$ cat config.mk
export PLATFORM = sky130hd
export DESIGN_NAME = phht_csr
export DESIGN_NICKNAME = d
export VERILOG_FILES = /design/src/hw/rtl/phht_pkg.sv /design/src/hw/rtl/phht_csr.sv
export SDC_FILE = /design/constraint.sdc
export NUM_CORES = 1
export LEC_CHECK = 0
export BUFFER_PORTS_ARGS = -buffer_cell sky130_fd_sc_hd__buf_2
export CAP_MARGIN = 15
export CORE_MARGIN = 3
export CORE_UTILIZATION = 55
export CTS_BUF_LIST = sky130_fd_sc_hd__clkbuf_4
export CTS_CLUSTER_DIAMETER = 100
export CTS_CLUSTER_SIZE = 14
export DETAILED_ROUTE_END_ITERATION = 16
export PLACE_DENSITY_LB_ADDON = 0.1
export SYNTH_ARGS = -nofsm -noshare
export SYNTH_HDL_FRONTEND = slang
export SYNTH_SLANG_ARGS = --single-unit
$ cat constraint.sdc
create_clock -name clock -period 2.55 [get_ports clock]
set_input_delay 0.51 -clock clock [delete_from_list [all_inputs] [get_ports clock]]
set_output_delay 0.51 -clock clock [all_outputs]
set_load 0.02 [all_outputs]
$ cat src/hw/rtl/phht_pkg.sv
// ----------------------------------------------------------------------------
// phht_pkg
// Shared widths, register indexes, event codes and the structs that pass
// between the blocks of the proximity hold timer.
// ----------------------------------------------------------------------------
package phht_pkg;

   // Field widths
   localparam int ECHO_W  = 16;
   localparam int TIME_W  = 32;
   localparam int DIST_W  = 19;
   localparam int EVENT_W = 2;

   // Register widths
   localparam int SCALE_W = 12;
   localparam int ALPHA_W = 8;
   localparam int THR_W   = 10;
   localparam int HOLD_W  = 16;

   // Configuration port
   localparam int CSR_IDX_W  = 3;
   localparam int CSR_DATA_W = 16;

   localparam logic [CSR_IDX_W-1:0] CSR_SPEED_SCALE = 3'd0;
   localparam logic [CSR_IDX_W-1:0] CSR_ALPHA       = 3'd1;
   localparam logic [CSR_IDX_W-1:0] CSR_ENTER       = 3'd2;
   localparam logic [CSR_IDX_W-1:0] CSR_EXIT        = 3'd3;
   localparam logic [CSR_IDX_W-1:0] CSR_HOLD        = 3'd4;

   // Register reset values
   localparam logic [SCALE_W-1:0] SCALE_RST = 12'd1124;
   localparam logic [ALPHA_W-1:0] ALPHA_RST = 8'd51;
   localparam logic [THR_W-1:0]   ENTER_RST = 10'd15;
   localparam logic [THR_W-1:0]   EXIT_RST  = 10'd20;
   localparam logic [HOLD_W-1:0]  HOLD_RST  = 16'd6000;

   // Largest distance in cm Q8
   localparam logic [DIST_W-1:0] DIST_MAX = 19'd524287;

   // Event codes
   localparam logic [EVENT_W-1:0] EV_NONE    = 2'd0;
   localparam logic [EVENT_W-1:0] EV_ENTER   = 2'd1;
   localparam logic [EVENT_W-1:0] EV_RETURN  = 2'd2;
   localparam logic [EVENT_W-1:0] EV_EXPIRED = 2'd3;

   typedef struct packed {
      logic [SCALE_W-1:0] speed_scale_q16;
      logic [ALPHA_W-1:0] alpha_q8;
      logic [THR_W-1:0]   enter_cm;
      logic [THR_W-1:0]   exit_cm;
      logic [HOLD_W-1:0]  hold_ms;
   } cfg_type;

   // Commands from the controller to the datapath
   typedef struct packed {
      logic load;
      logic scale;
      logic mix_a;
      logic mix_b;
      logic commit;
   } cmd_type;

   // Status from the datapath to the controller
   typedef struct packed {
      logic finished;
   } stat_type;

   typedef struct packed {
      logic [DIST_W-1:0]  smoothed_cm_q8;
      logic               near_mode;
      logic [EVENT_W-1:0] event_res;
      logic               finished;
   } res_type;

endpackage

$ cat src/hw/rtl/phht_csr.sv
// ----------------------------------------------------------------------------
// phht_csr
// Configuration registers, written through a plain write port.
// ----------------------------------------------------------------------------
module phht_csr import phht_pkg::*; (
   input  logic                  clock,
   input  logic                  reset,
   input  logic                  csr_we,
   input  logic [CSR_IDX_W-1:0]  csr_index,
   input  logic [CSR_DATA_W-1:0] csr_wdata,
   output cfg_type               cfg
);

   cfg_type cfg_ff;
   cfg_type cfg_in;

   // Decode the write; unknown indexes leave everything alone
   always_comb begin
      cfg_in = cfg_ff;
      if (csr_we) begin
         case (csr_index)
            CSR_SPEED_SCALE: cfg_in.speed_scale_q16 = csr_wdata[SCALE_W-1:0];
            CSR_ALPHA:       cfg_in.alpha_q8        = csr_wdata[ALPHA_W-1:0];
            CSR_ENTER:       cfg_in.enter_cm        = csr_wdata[THR_W-1:0];
            CSR_EXIT:        cfg_in.exit_cm         = csr_wdata[THR_W-1:0];
            CSR_HOLD:        cfg_in.hold_ms         = csr_wdata[HOLD_W-1:0];
            default:         cfg_in = cfg_ff;
         endcase
      end
   end

   always_ff @(posedge clock) begin
      if (reset) begin
         cfg_ff.speed_scale_q16 <= SCALE_RST;
         cfg_ff.alpha_q8        <= ALPHA_RST;
         cfg_ff.enter_cm        <= ENTER_RST;
         cfg_ff.exit_cm         <= EXIT_RST;
         cfg_ff.hold_ms         <= HOLD_RST;
      end else begin
         cfg_ff <= cfg_in;
      end
   end

   assign cfg = cfg_ff;

endmodule

==> metrics.yaml <==
pwr:
  powerDensity_mw_per_mm2: 518
  power_mw: 1.41
  ir_drop_uv: 300
  p_leak_nw: 1.32
drt:
  drt_iter0_drc: 61
  wl_um: 4520
  route.detailed.drc: 0
  routed-via-count: 1632
  ant_nets: 0
  vias_per_cell: 4.87
  drt_first_pass_iters: 4
  wire_per_inst_um: 13.5
critical_path:
  path_class: "in2reg"
  worstSetupStartpointType: "input pin"
  timing.rr.start: "cfg[50]"
  crit_family: "simple AND/OR/NAND/NOR gates"
  cp.buffers_inverters: 1
  crit_required_ns: 2.78
  crit_chain: "buf_2 > or4b_1 > mux2i_1"
  max_stage_delay_ns: 0.88
  r2r_slack_ns: 1.90
  rr_worst_depth: 2
  crit_path_top_delay_cell: "or4b_1"
  cp-end-kind: "flip-flop"
  cp_max_fo: 12
  r2r_end: "cfg[50]"
  cp_data_arrival_time_ns: 1.74
layout:
  nets: 309
  antennaDiodeCount: 0
  area_growth_pct: 21.6
  design_area_mm2: 0.00273
  largest_reg_flops: 56
  layout-drive-gt1-share_pct: 31.4
clock_tree:
  clkLatencyLatePin_ns: 0.35
  cts_tree: "built"
  cts_buffers: 5
  ctsHoldBuffers: 0
  clockBufferDepth: 2
  postCtsSetupRepairBufs: 0
  h-tree-depth: 2
  clk_pin_slew_ns: 0.14
  root_buffer: "clkbuf_4"
  cts.sinks: 56
  cts_resized: 0
grt:
  grt_pass1_vias: 1585
  top_usage_layer: "met2"
  grt_max_degree: 82
  overflow: 0
  antenna_found_initial: 0
  met3_usage_pct: 5.76
  track_usage_pct: 18.7
  grt_pass1_wl_um: 7420
  grt_use_met1_pct: 24.3
  grtUsageMet2_pct: 30.1
timing:
  period_needed_ns: 1.52
  setup_viol: 0
  hold_viol: 0
  tightest_slew_ns: 0.703
  slew_viol_final: 0
  hold_ws_ns: 0.400
  rsz0062_at_grt: "no"
  max_slew_margin_pct: 53.1
  layout_setup_ws_ns: 1.03
  fmax_mhz: 660
  fin_crit_sh_pct: 59.4
  finClkSkew_ns: 0
  finalSetupTns_ns: 0
die:
  core_area_mm2: 0.00380
  fp.dieH_um: 69.9
  dieWidth_um: 69.9
  initial_core_util_pct: 59.1
  ioPinCount: 78
  num_rows: 22
  dieArea_mm2: 0.00488
yosys:
  yosys.area.top_type: "dfxtp_1"
  synth-edff-count: 0
  yosys-top-cells-count: "56 x dfxtp_1, 56 x mux2i_1, 49 x nand2b_1"
  synth_area_per_cell_um2: 10.4
  synth_top_area_share_pct: 49.9
  yosysSeqAreaShare_pct: 49.9
  netlist_area_mm2: 0.00224
  synthFlopType: "dfxtp_1"
  synth_cell_type_count: 12
  syn-num-nets: 237
  yosysWarnings: 0
  synth_cells: 215
  ys_ff_latch: 56
  synth_area_leaders: "dfxtp_1 50%, mux2i_1 25%, nand2b_1 14%, nor2_1 5.4%, clkbuf_1 1.7%"
  synthArstFlopShare_pct: 0
run_status:
  outcome: "complete, no violations"
placed_design:
  hpwlAfterDp_um: 3250
  port_buffers: 77
  place_congestion: 0.756
  place_worst_setup_slack_ns: 0.661
  placement.cell_area_mm2: 0.00268
min_path:
  min-delay-start: "csr_wdata[15]"
  hold_depth: 3
  min_to: "cfg[15]"
  hp-class: "in2reg"
job:
  maxCapViolCount: 0
[logic make-up after synthesis]
family                 share of synthesized area [%]
buffers and inverters                           3.29
DFF                                             49.9
muxes                                           25.0
and+or+nand+nor                                 21.8
[worst min-delay path: stages]
cell,delay [ns]
buf_2,0.09
nand2b_1,0.05
mux2i_1,0.06
[where the power goes]
part	switching, mW	leakage [nW]	internal [mW]	total (mW)
clock	0.241	0.0315	0.113	0.354
sequential	0.00966	0.454	0.895	0.904
combinational	0.0884	0.830	0.0681	0.157
total	0.339	1.32	1.08	1.41
[cell type report]
cell class,instances,area (um2)
clock inverters,1,5.00
multi-input cells,143,1070
fillers,305,1070
repair buffers,81,428
clock buffers,6,45.0
well taps,48,60.1
flip-flops and latches,56,1120
[cells in the final DEF (no fill, tap or decap)]
cell       count
and4bb_1       1
buf_12         1
buf_2         77
buf_4          3
clkbuf_4       6
clkinv_2       1
dfxtp_1       56
mux2i_1       56
nand2b_1      49
nand4b_1       1
nand4bb_1      1
nor2_1        32
nor4bb_2       1
nor4bb_4       1
or4b_1         1
[worst max path at each step]
stage               slack [ns]          from  cells past startpoint  endpoint
detailed placement        0.66  csr_index[0]                      3   cfg[50]
global route              1.00  csr_index[0]                      3   cfg[48]
finish                    1.03  csr_index[0]                      3   cfg[51]
global placement          0.66  csr_index[0]                      3   cfg[52]
CTS                       1.05  csr_index[0]                      3   cfg[53]
floorplan                 1.02  csr_index[0]                      4   cfg[49]
[routing by layer]
metal / up-vias / wire length (um)
li1: 848 / -
met1: 730 / 2060
met2: 49 / 2090
met3: 5 / 339
met4: 0 / 40
met5: - / 0
[stage by stage]
step	utilization (%)	cells
global route	71.9	335
global placement	70.6	328
detailed placement	70.6	328
finish	71.9	335
floorplan	-	215
CTS	71.9	335
Power figures use the tool's default switching activity.
