## config.mk

```make
export PLATFORM = sky130hd
export DESIGN_NAME = phht_ctrl
export DESIGN_NICKNAME = d
export VERILOG_FILES = /design/src/hw/rtl/phht_pkg.sv /design/src/hw/rtl/phht_ctrl.sv
export SDC_FILE = /design/constraint.sdc
export NUM_CORES = 1
export LEC_CHECK = 0
export ABC_AREA = 1
export BUFFER_PORTS_ARGS = -buffer_cell sky130_fd_sc_hd__buf_2
export CAP_MARGIN = 10
export CORE_AREA = 5 5 42 44
export CTS_BUF_LIST = sky130_fd_sc_hd__clkbuf_16
export CTS_CLUSTER_DIAMETER = 60
export DETAILED_ROUTE_END_ITERATION = 10
export DIE_AREA = 0 0 47 49
export GPL_TIMING_DRIVEN = 0
export PLACE_DENSITY = 0.48
export SYNTH_ARGS = -nofsm -noshare
export SYNTH_HDL_FRONTEND = slang
export SYNTH_SLANG_ARGS = --single-unit
```

## constraint.sdc

```tcl
create_clock -name clock -period 1.2 [get_ports clock]
set_clock_uncertainty 0.1 [all_clocks]
set_input_delay 0.06 -clock clock [delete_from_list [all_inputs] [get_ports clock]]
set_output_delay 0.06 -clock clock [all_outputs]
set_load 0.02 [all_outputs]
```

## src/hw/rtl/phht_pkg.sv

```systemverilog
// ----------------------------------------------------------------------------
// phht_pkg
// Shared widths, register indexes, event codes and the structs that pass
// between the blocks of the proximity hold timer.
// ----------------------------------------------------------------------------
package phht_pkg;

   // Field widths
   localparam int ECHO_W  = 16;
   localparam int TIME_W  = 32;
   localparam int DIST_W  = 19;
   localparam int EVENT_W = 2;

   // Register widths
   localparam int SCALE_W = 12;
   localparam int ALPHA_W = 8;
   localparam int THR_W   = 10;
   localparam int HOLD_W  = 16;

   // Configuration port
   localparam int CSR_IDX_W  = 3;
   localparam int CSR_DATA_W = 16;

   localparam logic [CSR_IDX_W-1:0] CSR_SPEED_SCALE = 3'd0;
   localparam logic [CSR_IDX_W-1:0] CSR_ALPHA       = 3'd1;
   localparam logic [CSR_IDX_W-1:0] CSR_ENTER       = 3'd2;
   localparam logic [CSR_IDX_W-1:0] CSR_EXIT        = 3'd3;
   localparam logic [CSR_IDX_W-1:0] CSR_HOLD        = 3'd4;

   // Register reset values
   localparam logic [SCALE_W-1:0] SCALE_RST = 12'd1124;
   localparam logic [ALPHA_W-1:0] ALPHA_RST = 8'd51;
   localparam logic [THR_W-1:0]   ENTER_RST = 10'd15;
   localparam logic [THR_W-1:0]   EXIT_RST  = 10'd20;
   localparam logic [HOLD_W-1:0]  HOLD_RST  = 16'd6000;

   // Largest distance in cm Q8
   localparam logic [DIST_W-1:0] DIST_MAX = 19'd524287;

   // Event codes
   localparam logic [EVENT_W-1:0] EV_NONE    = 2'd0;
   localparam logic [EVENT_W-1:0] EV_ENTER   = 2'd1;
   localparam logic [EVENT_W-1:0] EV_RETURN  = 2'd2;
   localparam logic [EVENT_W-1:0] EV_EXPIRED = 2'd3;

   typedef struct packed {
      logic [SCALE_W-1:0] speed_scale_q16;
      logic [ALPHA_W-1:0] alpha_q8;
      logic [THR_W-1:0]   enter_cm;
      logic [THR_W-1:0]   exit_cm;
      logic [HOLD_W-1:0]  hold_ms;
   } cfg_type;

   // Commands from the controller to the datapath
   typedef struct packed {
      logic load;
      logic scale;
      logic mix_a;
      logic mix_b;
      logic commit;
   } cmd_type;

   // Status from the datapath to the controller
   typedef struct packed {
      logic finished;
   } stat_type;

   typedef struct packed {
      logic [DIST_W-1:0]  smoothed_cm_q8;
      logic               near_mode;
      logic [EVENT_W-1:0] event_res;
      logic               finished;
   } res_type;

endpackage

```

## src/hw/rtl/phht_ctrl.sv

```systemverilog
// ----------------------------------------------------------------------------
// phht_ctrl
// Sequencer: steps one item through scale, two mix steps and the decision
// (straight to the decision once done); owns the result register valid flag.
// ----------------------------------------------------------------------------
module phht_ctrl import phht_pkg::*; (
   input  logic     clock,
   input  logic     reset,
   input  logic     req_valid,
   output logic     req_ready,
   output logic     rsp_valid,
   input  logic     rsp_ready,
   input  stat_type stat,
   output cmd_type  cmd
);

   localparam logic [2:0] ST_IDLE   = 3'd0;
   localparam logic [2:0] ST_SCALE  = 3'd1;
   localparam logic [2:0] ST_MIX_A  = 3'd2;
   localparam logic [2:0] ST_MIX_B  = 3'd3;
   localparam logic [2:0] ST_DECIDE = 3'd4;

   logic [2:0] state_ff;
   logic [2:0] state_in;
   logic       rsp_valid_ff;
   logic       rsp_valid_in;

   // Next state and commands
   always_comb begin
      state_in   = state_ff;
      cmd        = '0;
      req_ready  = 1'b0;
      case (state_ff)
         ST_IDLE: begin
            req_ready = 1'b1;
            if (req_valid) begin
               cmd.load = 1'b1;
               // once finished, items skip the arithmetic
               state_in = stat.finished ? ST_DECIDE : ST_SCALE;
            end
         end
         ST_SCALE: begin
            cmd.scale = 1'b1;
            state_in  = ST_MIX_A;
         end
         ST_MIX_A: begin
            cmd.mix_a = 1'b1;
            state_in  = ST_MIX_B;
         end
         ST_MIX_B: begin
            cmd.mix_b = 1'b1;
            state_in  = ST_DECIDE;
         end
         ST_DECIDE: begin
            // hold until the result register is free
            if (!rsp_valid_ff || rsp_ready) begin
               cmd.commit = 1'b1;
               state_in   = ST_IDLE;
            end
         end
         default: state_in = ST_IDLE;
      endcase
   end

   // Result register valid flag
   assign rsp_valid_in = cmd.commit | (rsp_valid_ff & ~rsp_ready);

   always_ff @(posedge clock) begin
      if (reset) begin
         state_ff     <= ST_IDLE;
         rsp_valid_ff <= 1'b0;
      end else begin
         state_ff     <= state_in;
         rsp_valid_ff <= rsp_valid_in;
      end
   end

   assign rsp_valid = rsp_valid_ff;

endmodule

```

==> results.tsv <==
metric	value	unit
most common cell after layout, fill and taps aside	buf_2	
Final GP Congestion	0.629	
met1 usage	5.92	%
nets	60	
Fin. Hold Viols	0	
crit path kind	flop to output pin	
layout cells sized above 1	52.8	%
antenna violations before repair	0	
crit-path cells	nor4_2 -> buf_2	
outcome	finished, final reports clean	
startpoint types	flop	
Worst Path Arrival	1.03	ns
Period minus WS final	1.19	ns
register area share after synthesis	33.5	%
Placement Setup Slack	0.136	ns
Ys Warns	0	
clk_lat worst skew	0.22	ns
first-pass GRT wire length	1040	um
Worst Tran Pin Value	0.182	ns
Sw Share	23.7	%
Port Buffers	11	
CP Launch Point	state_ff[1]	
initial core utilization	17.1	%
Final setup viols	0	
post-detail-place hpwl	436	um
R2R setup slack	0.21	ns
Worst-path clk slew	0.03	ns
H-tree levels	1	
vias per cell	4.00	
Antenna Cells	0	
DR WL/cell	8.81	um
met2 usage	8.82	%
maxcap violations	0	
Total Routed Length	608	um
number of nets produced by synthesis	41	
residual DRC count	0	
worst rel slew slack	87.7	%
grt total ovfl	0	
reg2reg path depth	6	
TritonRoute pass-1 iters	4	
Clock Tree Root	clkbuf_16	
clock buffer depth	2	
Critical Path Fanout Max	6	
Min-Delay Path Class	input port to flop	
max frequency	840	MHz
fin crit share	99.2	%
core area	1400	um2
Critical Path Stages	2	
syn_area_per_cell	6.64	um2
Static Leak	0.000238	uW
CTS sink cnt	4	
RSZ-0062 raised after global routing	true	
max incr delay on CP	0.36	ns
commonest cells after routing, fill and taps aside	10 x buf_2, 9 x inv_1, 4 x nand3_1, 4 x nand2_1	
final worst slack	0.00925	ns
die width	47	um
Tot GR Track Use	6.83	%
Crit. End Element	output pin	
Vert. Die Dim	49	um
synth unique cells	14	
DR vias	276	
slowest CP cell	dfxtp_4	
largest net degree at the start of global routing	9	
Pint	637	uW
power consumption	835	uW
Setup crit end	cmd[0]	
CP top delay family	flip-flops	
Flop pwr share	19.2	%
maximum VDD drop	0.835	mV
power share of the clock group	62.1	%
met3 usage	7.01	%
DRT antenna net count	0	
TritonCTS Buffers	3	
register bit total from synthesis	4	
vias in the first global route	262	
Reg-to-Reg End	state_ff[2]	
site row count	14	
CTS tree	done	
die area	2300	um2
grt peak-use layer	met2	
Critical R2R Launch	state_ff[0]	
mapped cell area	239	um2
CP Data Required Time	1.04	ns
Slew Viols, Final	0	
I/O pin count	12	
Synth Instances	36	
Logic pwr share	18.8	%
synth-to-layout area growth	86.4	%
Psw	198	uW
Iter 0 DRT Violations	4	
WP buf/inv	1	
power per cell area	1880	nW/um2
## synthesized netlist by cell type
| master | number | area (um2) |
|---|---|---|
| inv_1 | 9 | 33.8 |
| nand2_1 | 5 | 18.8 |
| dfxtp_1 | 4 | 80.1 |
| nand3_1 | 4 | 20.0 |
| nor2_1 | 3 | 11.3 |
| a21oi_1 | 2 | 10.0 |
| inv_2 | 2 | 7.51 |
| a21oi_4 | 1 | 16.3 |
| clkinv_1 | 1 | 3.75 |
| nand4_1 | 1 | 6.26 |
| nor2_2 | 1 | 6.26 |
| nor2_4 | 1 | 11.3 |
| nor4_1 | 1 | 6.26 |
| o211ai_1 | 1 | 7.51 |
## how the worst min path moves through the flow
stage                         start           to  cells after the start
after floorplan               reset  state_ff[1]                      1
after detailed placement      reset  state_ff[1]                      2
after global placement        reset  state_ff[1]                      2
after CTS                 rsp_ready  state_ff[2]                      4
after global routing      rsp_ready  state_ff[2]                      4
final                     rsp_ready  state_ff[2]                      4
## flip-flops by register name, summed over array words and instances (netlist names)
name and flops:
state_ff 3, rsp_valid 1
## per-layer routing
layer | wire length (um) | share of wire (%) | vias to the layer above
met5 | 0 | 0 | -
met4 | 22 | 3.6 | 0
met3 | 66 | 11 | 4
met2 | 288 | 47 | 7
met1 | 231 | 38 | 120
li1 | - | - | 145
## metrics by stage
stage / hold WS [ns] / setup TNS, ns / utilization [%] / cells / instance area, um2
floorplan: 0.0291 / 0 / - / 36 / 245
global placement: 0.158 / 0 / 22.9 / 63 / 320
detailed placement: 0.160 / 0 / 22.9 / 63 / 320
CTS: 0.0294 / -0.00620 / 30.4 / 69 / 427
global route: 0.0366 / -0.0426 / 31.8 / 69 / 445
finish: 0.0121 / 0 / 31.8 / 69 / 445
## what timing repair did
action | CTS | global route
pin swaps | 1 | 2
gates resized for setup | 4 | 7
buffers inserted | 2 | 0
hold endpoints to repair | 2 | 0
hold buffers | 1 | 0
cloned | 0 | 0
endpoints found under the setup margin | 5 | 2
## area by class of cell
type                    instances  area (um2)
clock buffers                   3        75.1
fillers                       171         956
repair buffers                 14        86.3
multi-input cells              20         128
well taps                      16        20.0
inverters                      12        47.5
flip-flops and latches          4        88.8
## power groups by stage
stage                     sequential (uW)  combinational [uW]  clock (uW)
after floorplan                       161                92.1           0
after global placement                161                 132           0
after detailed placement              161                 132           0
after CTS                             162                 148         529
after global routing                  163                 173         541
final                                 160                 157         518
## worst register-to-register path: cells and delay by family, from the launching register on
| family | cells | cell delay, ns |
|---|---|---|
| flops | 1 | 0.35 |
| simple gates | 5 | 0.34 |
| buf+inv | 1 | 0.15 |
## cell families after synthesis
family | synth area share, %
and+or+nand+nor | 33.5
buffers and inverters | 18.8
DFF | 33.5
AOI/OAI and AO/OA | 14.1
(Power assumes the default switching activity.)
