==> config.mk <==
export PLATFORM = sky130hd
export DESIGN_NAME = phht_dpath
export DESIGN_NICKNAME = d
export VERILOG_FILES = /design/src/hw/rtl/phht_pkg.sv /design/src/hw/rtl/phht_dpath.sv
export SDC_FILE = /design/constraint.sdc
export NUM_CORES = 2
export LEC_CHECK = 0
export ABC_AREA = 1
export BUFFER_PORTS_ARGS = -buffer_cell sky130_fd_sc_hd__buf_2
export CAP_MARGIN = 0
export CORE_MARGIN = 10
export CORE_UTILIZATION = 26
export CTS_CLUSTER_SIZE = 28
export DETAILED_ROUTE_END_ITERATION = 10
export MAX_ROUTING_LAYER = met4
export PLACE_DENSITY = 0.44
export SYNTH_ARGS = -nofsm -noshare
export SYNTH_HDL_FRONTEND = slang
export SYNTH_SLANG_ARGS = --single-unit
==> constraint.sdc <==
create_clock -name clock -period 15.2 [get_ports clock]
set_input_delay 3.04 -clock clock [delete_from_list [all_inputs] [get_ports clock]]
set_output_delay 3.04 -clock clock [all_outputs]
set_load 0.01 [all_outputs]
==> src/hw/rtl/phht_pkg.sv <==
// ----------------------------------------------------------------------------
// phht_pkg
// Shared widths, register indexes, event codes and the structs that pass
// between the blocks of the proximity hold timer.
// ----------------------------------------------------------------------------
package phht_pkg;

   // Field widths
   localparam int ECHO_W  = 16;
   localparam int TIME_W  = 32;
   localparam int DIST_W  = 19;
   localparam int EVENT_W = 2;

   // Register widths
   localparam int SCALE_W = 12;
   localparam int ALPHA_W = 8;
   localparam int THR_W   = 10;
   localparam int HOLD_W  = 16;

   // Configuration port
   localparam int CSR_IDX_W  = 3;
   localparam int CSR_DATA_W = 16;

   localparam logic [CSR_IDX_W-1:0] CSR_SPEED_SCALE = 3'd0;
   localparam logic [CSR_IDX_W-1:0] CSR_ALPHA       = 3'd1;
   localparam logic [CSR_IDX_W-1:0] CSR_ENTER       = 3'd2;
   localparam logic [CSR_IDX_W-1:0] CSR_EXIT        = 3'd3;
   localparam logic [CSR_IDX_W-1:0] CSR_HOLD        = 3'd4;

   // Register reset values
   localparam logic [SCALE_W-1:0] SCALE_RST = 12'd1124;
   localparam logic [ALPHA_W-1:0] ALPHA_RST = 8'd51;
   localparam logic [THR_W-1:0]   ENTER_RST = 10'd15;
   localparam logic [THR_W-1:0]   EXIT_RST  = 10'd20;
   localparam logic [HOLD_W-1:0]  HOLD_RST  = 16'd6000;

   // Largest distance in cm Q8
   localparam logic [DIST_W-1:0] DIST_MAX = 19'd524287;

   // Event codes
   localparam logic [EVENT_W-1:0] EV_NONE    = 2'd0;
   localparam logic [EVENT_W-1:0] EV_ENTER   = 2'd1;
   localparam logic [EVENT_W-1:0] EV_RETURN  = 2'd2;
   localparam logic [EVENT_W-1:0] EV_EXPIRED = 2'd3;

   typedef struct packed {
      logic [SCALE_W-1:0] speed_scale_q16;
      logic [ALPHA_W-1:0] alpha_q8;
      logic [THR_W-1:0]   enter_cm;
      logic [THR_W-1:0]   exit_cm;
      logic [HOLD_W-1:0]  hold_ms;
   } cfg_type;

   // Commands from the controller to the datapath
   typedef struct packed {
      logic load;
      logic scale;
      logic mix_a;
      logic mix_b;
      logic commit;
   } cmd_type;

   // Status from the datapath to the controller
   typedef struct packed {
      logic finished;
   } stat_type;

   typedef struct packed {
      logic [DIST_W-1:0]  smoothed_cm_q8;
      logic               near_mode;
      logic [EVENT_W-1:0] event_res;
      logic               finished;
   } res_type;

endpackage

==> src/hw/rtl/phht_dpath.sv <==
// ----------------------------------------------------------------------------
// phht_dpath
// Distance scaling, exponential average, hysteresis decision, hold timer and
// the result register.
// ----------------------------------------------------------------------------
module phht_dpath import phht_pkg::*; (
   input  logic              clock,
   input  logic              reset,
   input  cfg_type           cfg,
   input  cmd_type           cmd,
   input  logic [ECHO_W-1:0] echo_us,
   input  logic [TIME_W-1:0] now_ms,
   output stat_type          stat,
   output res_type           res
);

   localparam int SCALE_P_W = ECHO_W + SCALE_W;     // 28
   localparam int MIX_P_W   = DIST_W + ALPHA_W;     // 27

   // Item registers
   logic [ECHO_W-1:0]  echo_ff;
   logic [TIME_W-1:0]  now_ff;
   logic [DIST_W-1:0]  sample_ff;
   logic [DIST_W-1:0]  sample_in;
   logic [MIX_P_W-1:0] prod_ff;
   logic [MIX_P_W-1:0] prod_in;
   logic [DIST_W-1:0]  avg_ff;
   logic [DIST_W-1:0]  avg_in;

   // Persistent state
   logic [DIST_W-1:0]  smooth_ff;
   logic               near_ff;
   logic               near_in;
   logic [TIME_W-1:0]  start_ff;
   logic [TIME_W-1:0]  start_in;
   logic               fin_ff;
   logic               expire;

   res_type            res_ff;
   res_type            res_in;

   logic [SCALE_P_W-1:0] scale_prod;
   logic [SCALE_W+7:0]   scale_shift;
   logic [ALPHA_W:0]     beta;
   logic [MIX_P_W-1:0]   beta_prod;
   logic [MIX_P_W-1:0]   mix_acc;
   logic [DIST_W-1:0]    enter_lim;
   logic [DIST_W-1:0]    exit_lim;
   logic [TIME_W-1:0]    elapsed;
   logic [EVENT_W-1:0]   event_code;

   // Scale echo width to cm Q8, round half up, saturate
   always_comb begin
      scale_prod  = {{SCALE_W{1'b0}}, echo_ff} * {{ECHO_W{1'b0}}, cfg.speed_scale_q16}
                  + SCALE_P_W'(128);
      scale_shift = scale_prod[SCALE_P_W-1:8];
      if (scale_shift > {1'b0, DIST_MAX}) begin
         sample_in = DIST_MAX;
      end else begin
         sample_in = scale_shift[DIST_W-1:0];
      end
   end

   // Weighted new sample
   assign prod_in = {{DIST_W{1'b0}}, cfg.alpha_q8} * {{ALPHA_W{1'b0}}, sample_ff};

   // Weighted stored average, sum and round; a zero average takes the sample
   always_comb begin
      beta      = 9'd256 - {1'b0, cfg.alpha_q8};
      beta_prod = {{(MIX_P_W-ALPHA_W-1){1'b0}}, beta} * {{ALPHA_W{1'b0}}, smooth_ff};
      mix_acc   = prod_ff + beta_prod + MIX_P_W'(128);
      if (smooth_ff == '0) begin
         avg_in = sample_ff;
      end else begin
         avg_in = mix_acc[MIX_P_W-1:8];
      end
   end

   // Hysteresis and hold timer
   always_comb begin
      enter_lim  = {1'b0, cfg.enter_cm, 8'b0};
      exit_lim   = {1'b0, cfg.exit_cm, 8'b0};
      near_in    = near_ff;
      start_in   = start_ff;
      event_code = EV_NONE;
      if (avg_ff <= enter_lim) begin
         if (!near_ff) begin
            near_in    = 1'b1;
            start_in   = now_ff;
            event_code = EV_ENTER;
         end
      end else if (avg_ff >= exit_lim) begin
         if (near_ff) begin
            near_in    = 1'b0;
            event_code = EV_RETURN;
         end
      end
      elapsed = now_ff - start_in;
      expire  = near_in && (elapsed >= {{(TIME_W-HOLD_W){1'b0}}, cfg.hold_ms});
      if (expire) begin
         event_code = EV_EXPIRED;
      end
   end

   // Result fields; after finishing, repeat the stored state
   always_comb begin
      if (fin_ff) begin
         res_in.smoothed_cm_q8 = smooth_ff;
         res_in.near_mode      = near_ff;
         res_in.event_res      = EV_NONE;
         res_in.finished       = 1'b1;
      end else begin
         res_in.smoothed_cm_q8 = avg_ff;
         res_in.near_mode      = near_in;
         res_in.event_res      = event_code;
         res_in.finished       = expire;
      end
   end

   // Item and result registers
   always_ff @(posedge clock) begin
      if (cmd.load) begin
         echo_ff <= echo_us;
         now_ff  <= now_ms;
      end
      if (cmd.scale) begin
         sample_ff <= sample_in;
      end
      if (cmd.mix_a) begin
         prod_ff <= prod_in;
      end
      if (cmd.mix_b) begin
         avg_ff <= avg_in;
      end
      if (cmd.commit) begin
         res_ff <= res_in;
      end
   end

   // Persistent state, advanced on commit until done
   always_ff @(posedge clock) begin
      if (reset) begin
         smooth_ff <= '0;
         near_ff   <= 1'b0;
         start_ff  <= '0;
         fin_ff    <= 1'b0;
      end else if (cmd.commit && !fin_ff) begin
         smooth_ff <= avg_ff;
         near_ff   <= near_in;
         start_ff  <= start_in;
         fin_ff    <= expire;
      end
   end

   assign stat.finished = fin_ff;
   assign res           = res_ff;

endmodule

==> run metrics <==
status completed; crit start category input pin; EDFF count, synth approximately 140; CTS clk-pin slew, worst paths approximately 0.080 ns; port bufs between 100 and 150; max incr delay on CP ~0.55 ns; Post CTS Setup Buffer Count 0; Area growth, synth to finish 9.76%; RSZ-0062 raised after global routing no; Cell Area, Synth ~0.027 mm2; CTS root buf clkbuf_16; relative slew slack approximately 24%; largest net degree at the start of global routing 63; CTS tree yes; Resized Gates After CTS 0; shortest period the worst path allows slightly below 10 ns; Clk Latency, worst-skew pair roughly 0.52 ns; Initial Util a little over a quarter; post-synthesis cell count 3389; Critical Setup Path Class input pin to register; Routed WL roughly 77000 um; Final period util 63.8%; dpl hpwl 62500 um; number of synthesized register bits about 190; CTS Sinks between 150 and 200; nets roughly 4200; antenna violations before repair 7; top_reg_cell synth edfxtp_1; die height approximately 340 um; gpl congestion approximately 0.84; Final Hold Viols 0; Slew Limit Fails 0; DRT Pass-1 Iters 5; Placeable Area around 0.10 mm2; post-route ant nets 0; DR vias/cell about 4.4; Global Route Usage Sum 13.8%; Critical Path AT 9.95 ns; Crit Path Max Fanout 40; Avg WL per Cell around 16 um; Hold Buf Count CTS 0; Max-Cap Viols 0; critical path's slowest cell fa_1; Remaining Overflow, GRT 0; Worst EP required 15.46 ns; fraction of layout instances using a drive strength above 1 5.98%; Unique masters post-synth 50; type of the most critical hold path register to register; Syn. warnings 0; CP dominant cell by count inv_1; DR vias 21000; FILL cells 11400; Post-Syn Area per Cell 8.01 um2; Num CTS Buffers 17; number of top-level pins roughly 140; row count 118; CP endpoint kind register; CTS max path bufs 2; first-pass GRT wire length around 120000 um; worst slew pin tran approximately 1.1 ns; Final setup viols 0; TNS Setup 0 ns; Initial DRC Count between 1000 and 1500; Post-route DRC 0; post-synthesis async set-or-reset flop share 0%; die area ~0.12 mm2; register area share after synthesis 19.0%; H-tree depth 4; Synth Net Count slightly above 4000; Worst Skew between 0.02 and 0.025 ns; die width about 340 um; Fmax roughly 0.10 GHz; vias in the first global route between 20000 and 25000
worst max-delay path, delay by kind of cell:
kind	cells	cell delay [ns]
AO/OA/AOI/OAI	5	0.95
buffers and inverters	9	1.04
AND/OR/NAND/NOR	9	1.79
adder cells (fa/ha/maj)	7	3.11
cell usage in the layout, fill, tap and decap left out, types with 2 or more instances in the layout:
cell type,n
o31ai_1,2
nor3_1,17
ha_1,256
inv_8,4
dfxtp_1,53
buf_4,10
a31oi_1,10
inv_12,3
buf_2,134
inv_1,812
or2_1,3
inv_2,7
nand4_1,25
a21oi_2,4
xor2_1,45
or2_2,5
o211ai_1,8
nand3_1,65
fa_1,385
edfxtp_1,136
diode_2,8
a21oi_1,164
nand2_2,6
nand2_1,838
a211oi_1,4
nor4_1,2
o21a_1,5
a21o_1,11
o21bai_1,12
clkbuf_16,17
o21ai_0,123
o21ai_1,18
nand3b_1,3
nor2_1,173
and2_1,2
clkinv_4,2
clkinv_8,4
xnor2_1,34
mux2i_1,24
final timing paths:
check | depth (start not counted) | to | start | slack [ns]
worst min-delay path | 2 | start_ff[6]$_SDFFE_PP0P_ | start_ff[6]$_SDFFE_PP0P_ | 0.51
worst max-delay path | 30 | avg_ff[13]$_DFFE_PP_ | cfg[36] | 5.51
worst min register to register | 2 | start_ff[6]$_SDFFE_PP0P_ | start_ff[6]$_SDFFE_PP0P_ | 0.51
worst max register to register | 35 | res[2]$_SDFFCE_PP0P_ | avg_ff[10]$_DFFE_PP_ | 8.98
layer usage:
layer / share of wire, % / track usage [%]
met1: 47 / 18.0
met2: 46 / 22.2
met3: 4.8 / 2.36
met4: 1.6 / 3.29
met5: 0 / -
synthesized netlist by cell type (all sizes together) (3+ instances only):
library cell	number	area, um2
edfxtp	136	4080
o21bai	13	101
o21ai	141	706
nand3b	3	22.5
a21oi	168	856
nand2	844	3180
o211ai	9	72.6
a211oi	4	30.0
fa	385	7710
a21o	11	82.6
nor3	18	95.1
clkbuf	101	379
o21a	5	37.5
nor2	176	687
xnor2	34	298
nand4	25	156
dfxtp	53	1060
a31oi	10	62.6
or2	9	56.3
nand3	65	325
ha	256	3200
xor2	46	422
inv	819	3070
buf	21	104
mux2i	24	240
cell type report:
type | instances | area (um2) | share of cell area, %
Multi-Input combinational cell | 2258 | 18400 | 61.9
Sequential cell | 189 | 5140 | 17.3
Inverter | 820 | 3080 | 10.3
Tap cell | 1380 | 1730 | 5.80
Timing Repair Buffer | 144 | 746 | 2.50
Clock buffer | 17 | 425 | 1.43
Clock inverter | 15 | 211 | 0.710
Antenna cell | 8 | 20.0 | 0.0672
stage by stage:
step | util [%] | hold slack [ns] | cells | setup WS [ns] | instance area (um2)
2_1_floorplan | - | 0.468 | 3389 | 5.86 | 27100
3_3_place_gp | 28.1 | 0.483 | 4791 | 5.00 | 29100
3_5_place_dp | 28.1 | 0.482 | 4791 | 4.92 | 29100
4_1_cts | 28.7 | 0.510 | 4823 | 5.50 | 29800
5_1_grt | 28.7 | 0.550 | 4830 | 5.12 | 29800
6_report | 28.7 | 0.506 | 4831 | 5.51 | 29800
state kept, by name, indices dropped and copies added (netlist names):
name	flops
now_ff	32
start_ff	32
prod_ff	27
res	23
avg_ff	19
sample_ff	19
smooth_ff	19
echo_ff	16
near_ff	1
stat	1
kinds of logic after synthesis:
family	synth area share [%]
and+or+nand+nor	16.8
buffers and inverters	13.1
adders and majority gates	40.2
AOI/OAI and AO/OA	7.33
DFF	19.0
xor gates and xnor gates	2.65
muxes	0.885
Power is left out: the tool's default activity adds up to more than one toggle a clock period on the data nets, which glitch-free logic cannot reach.
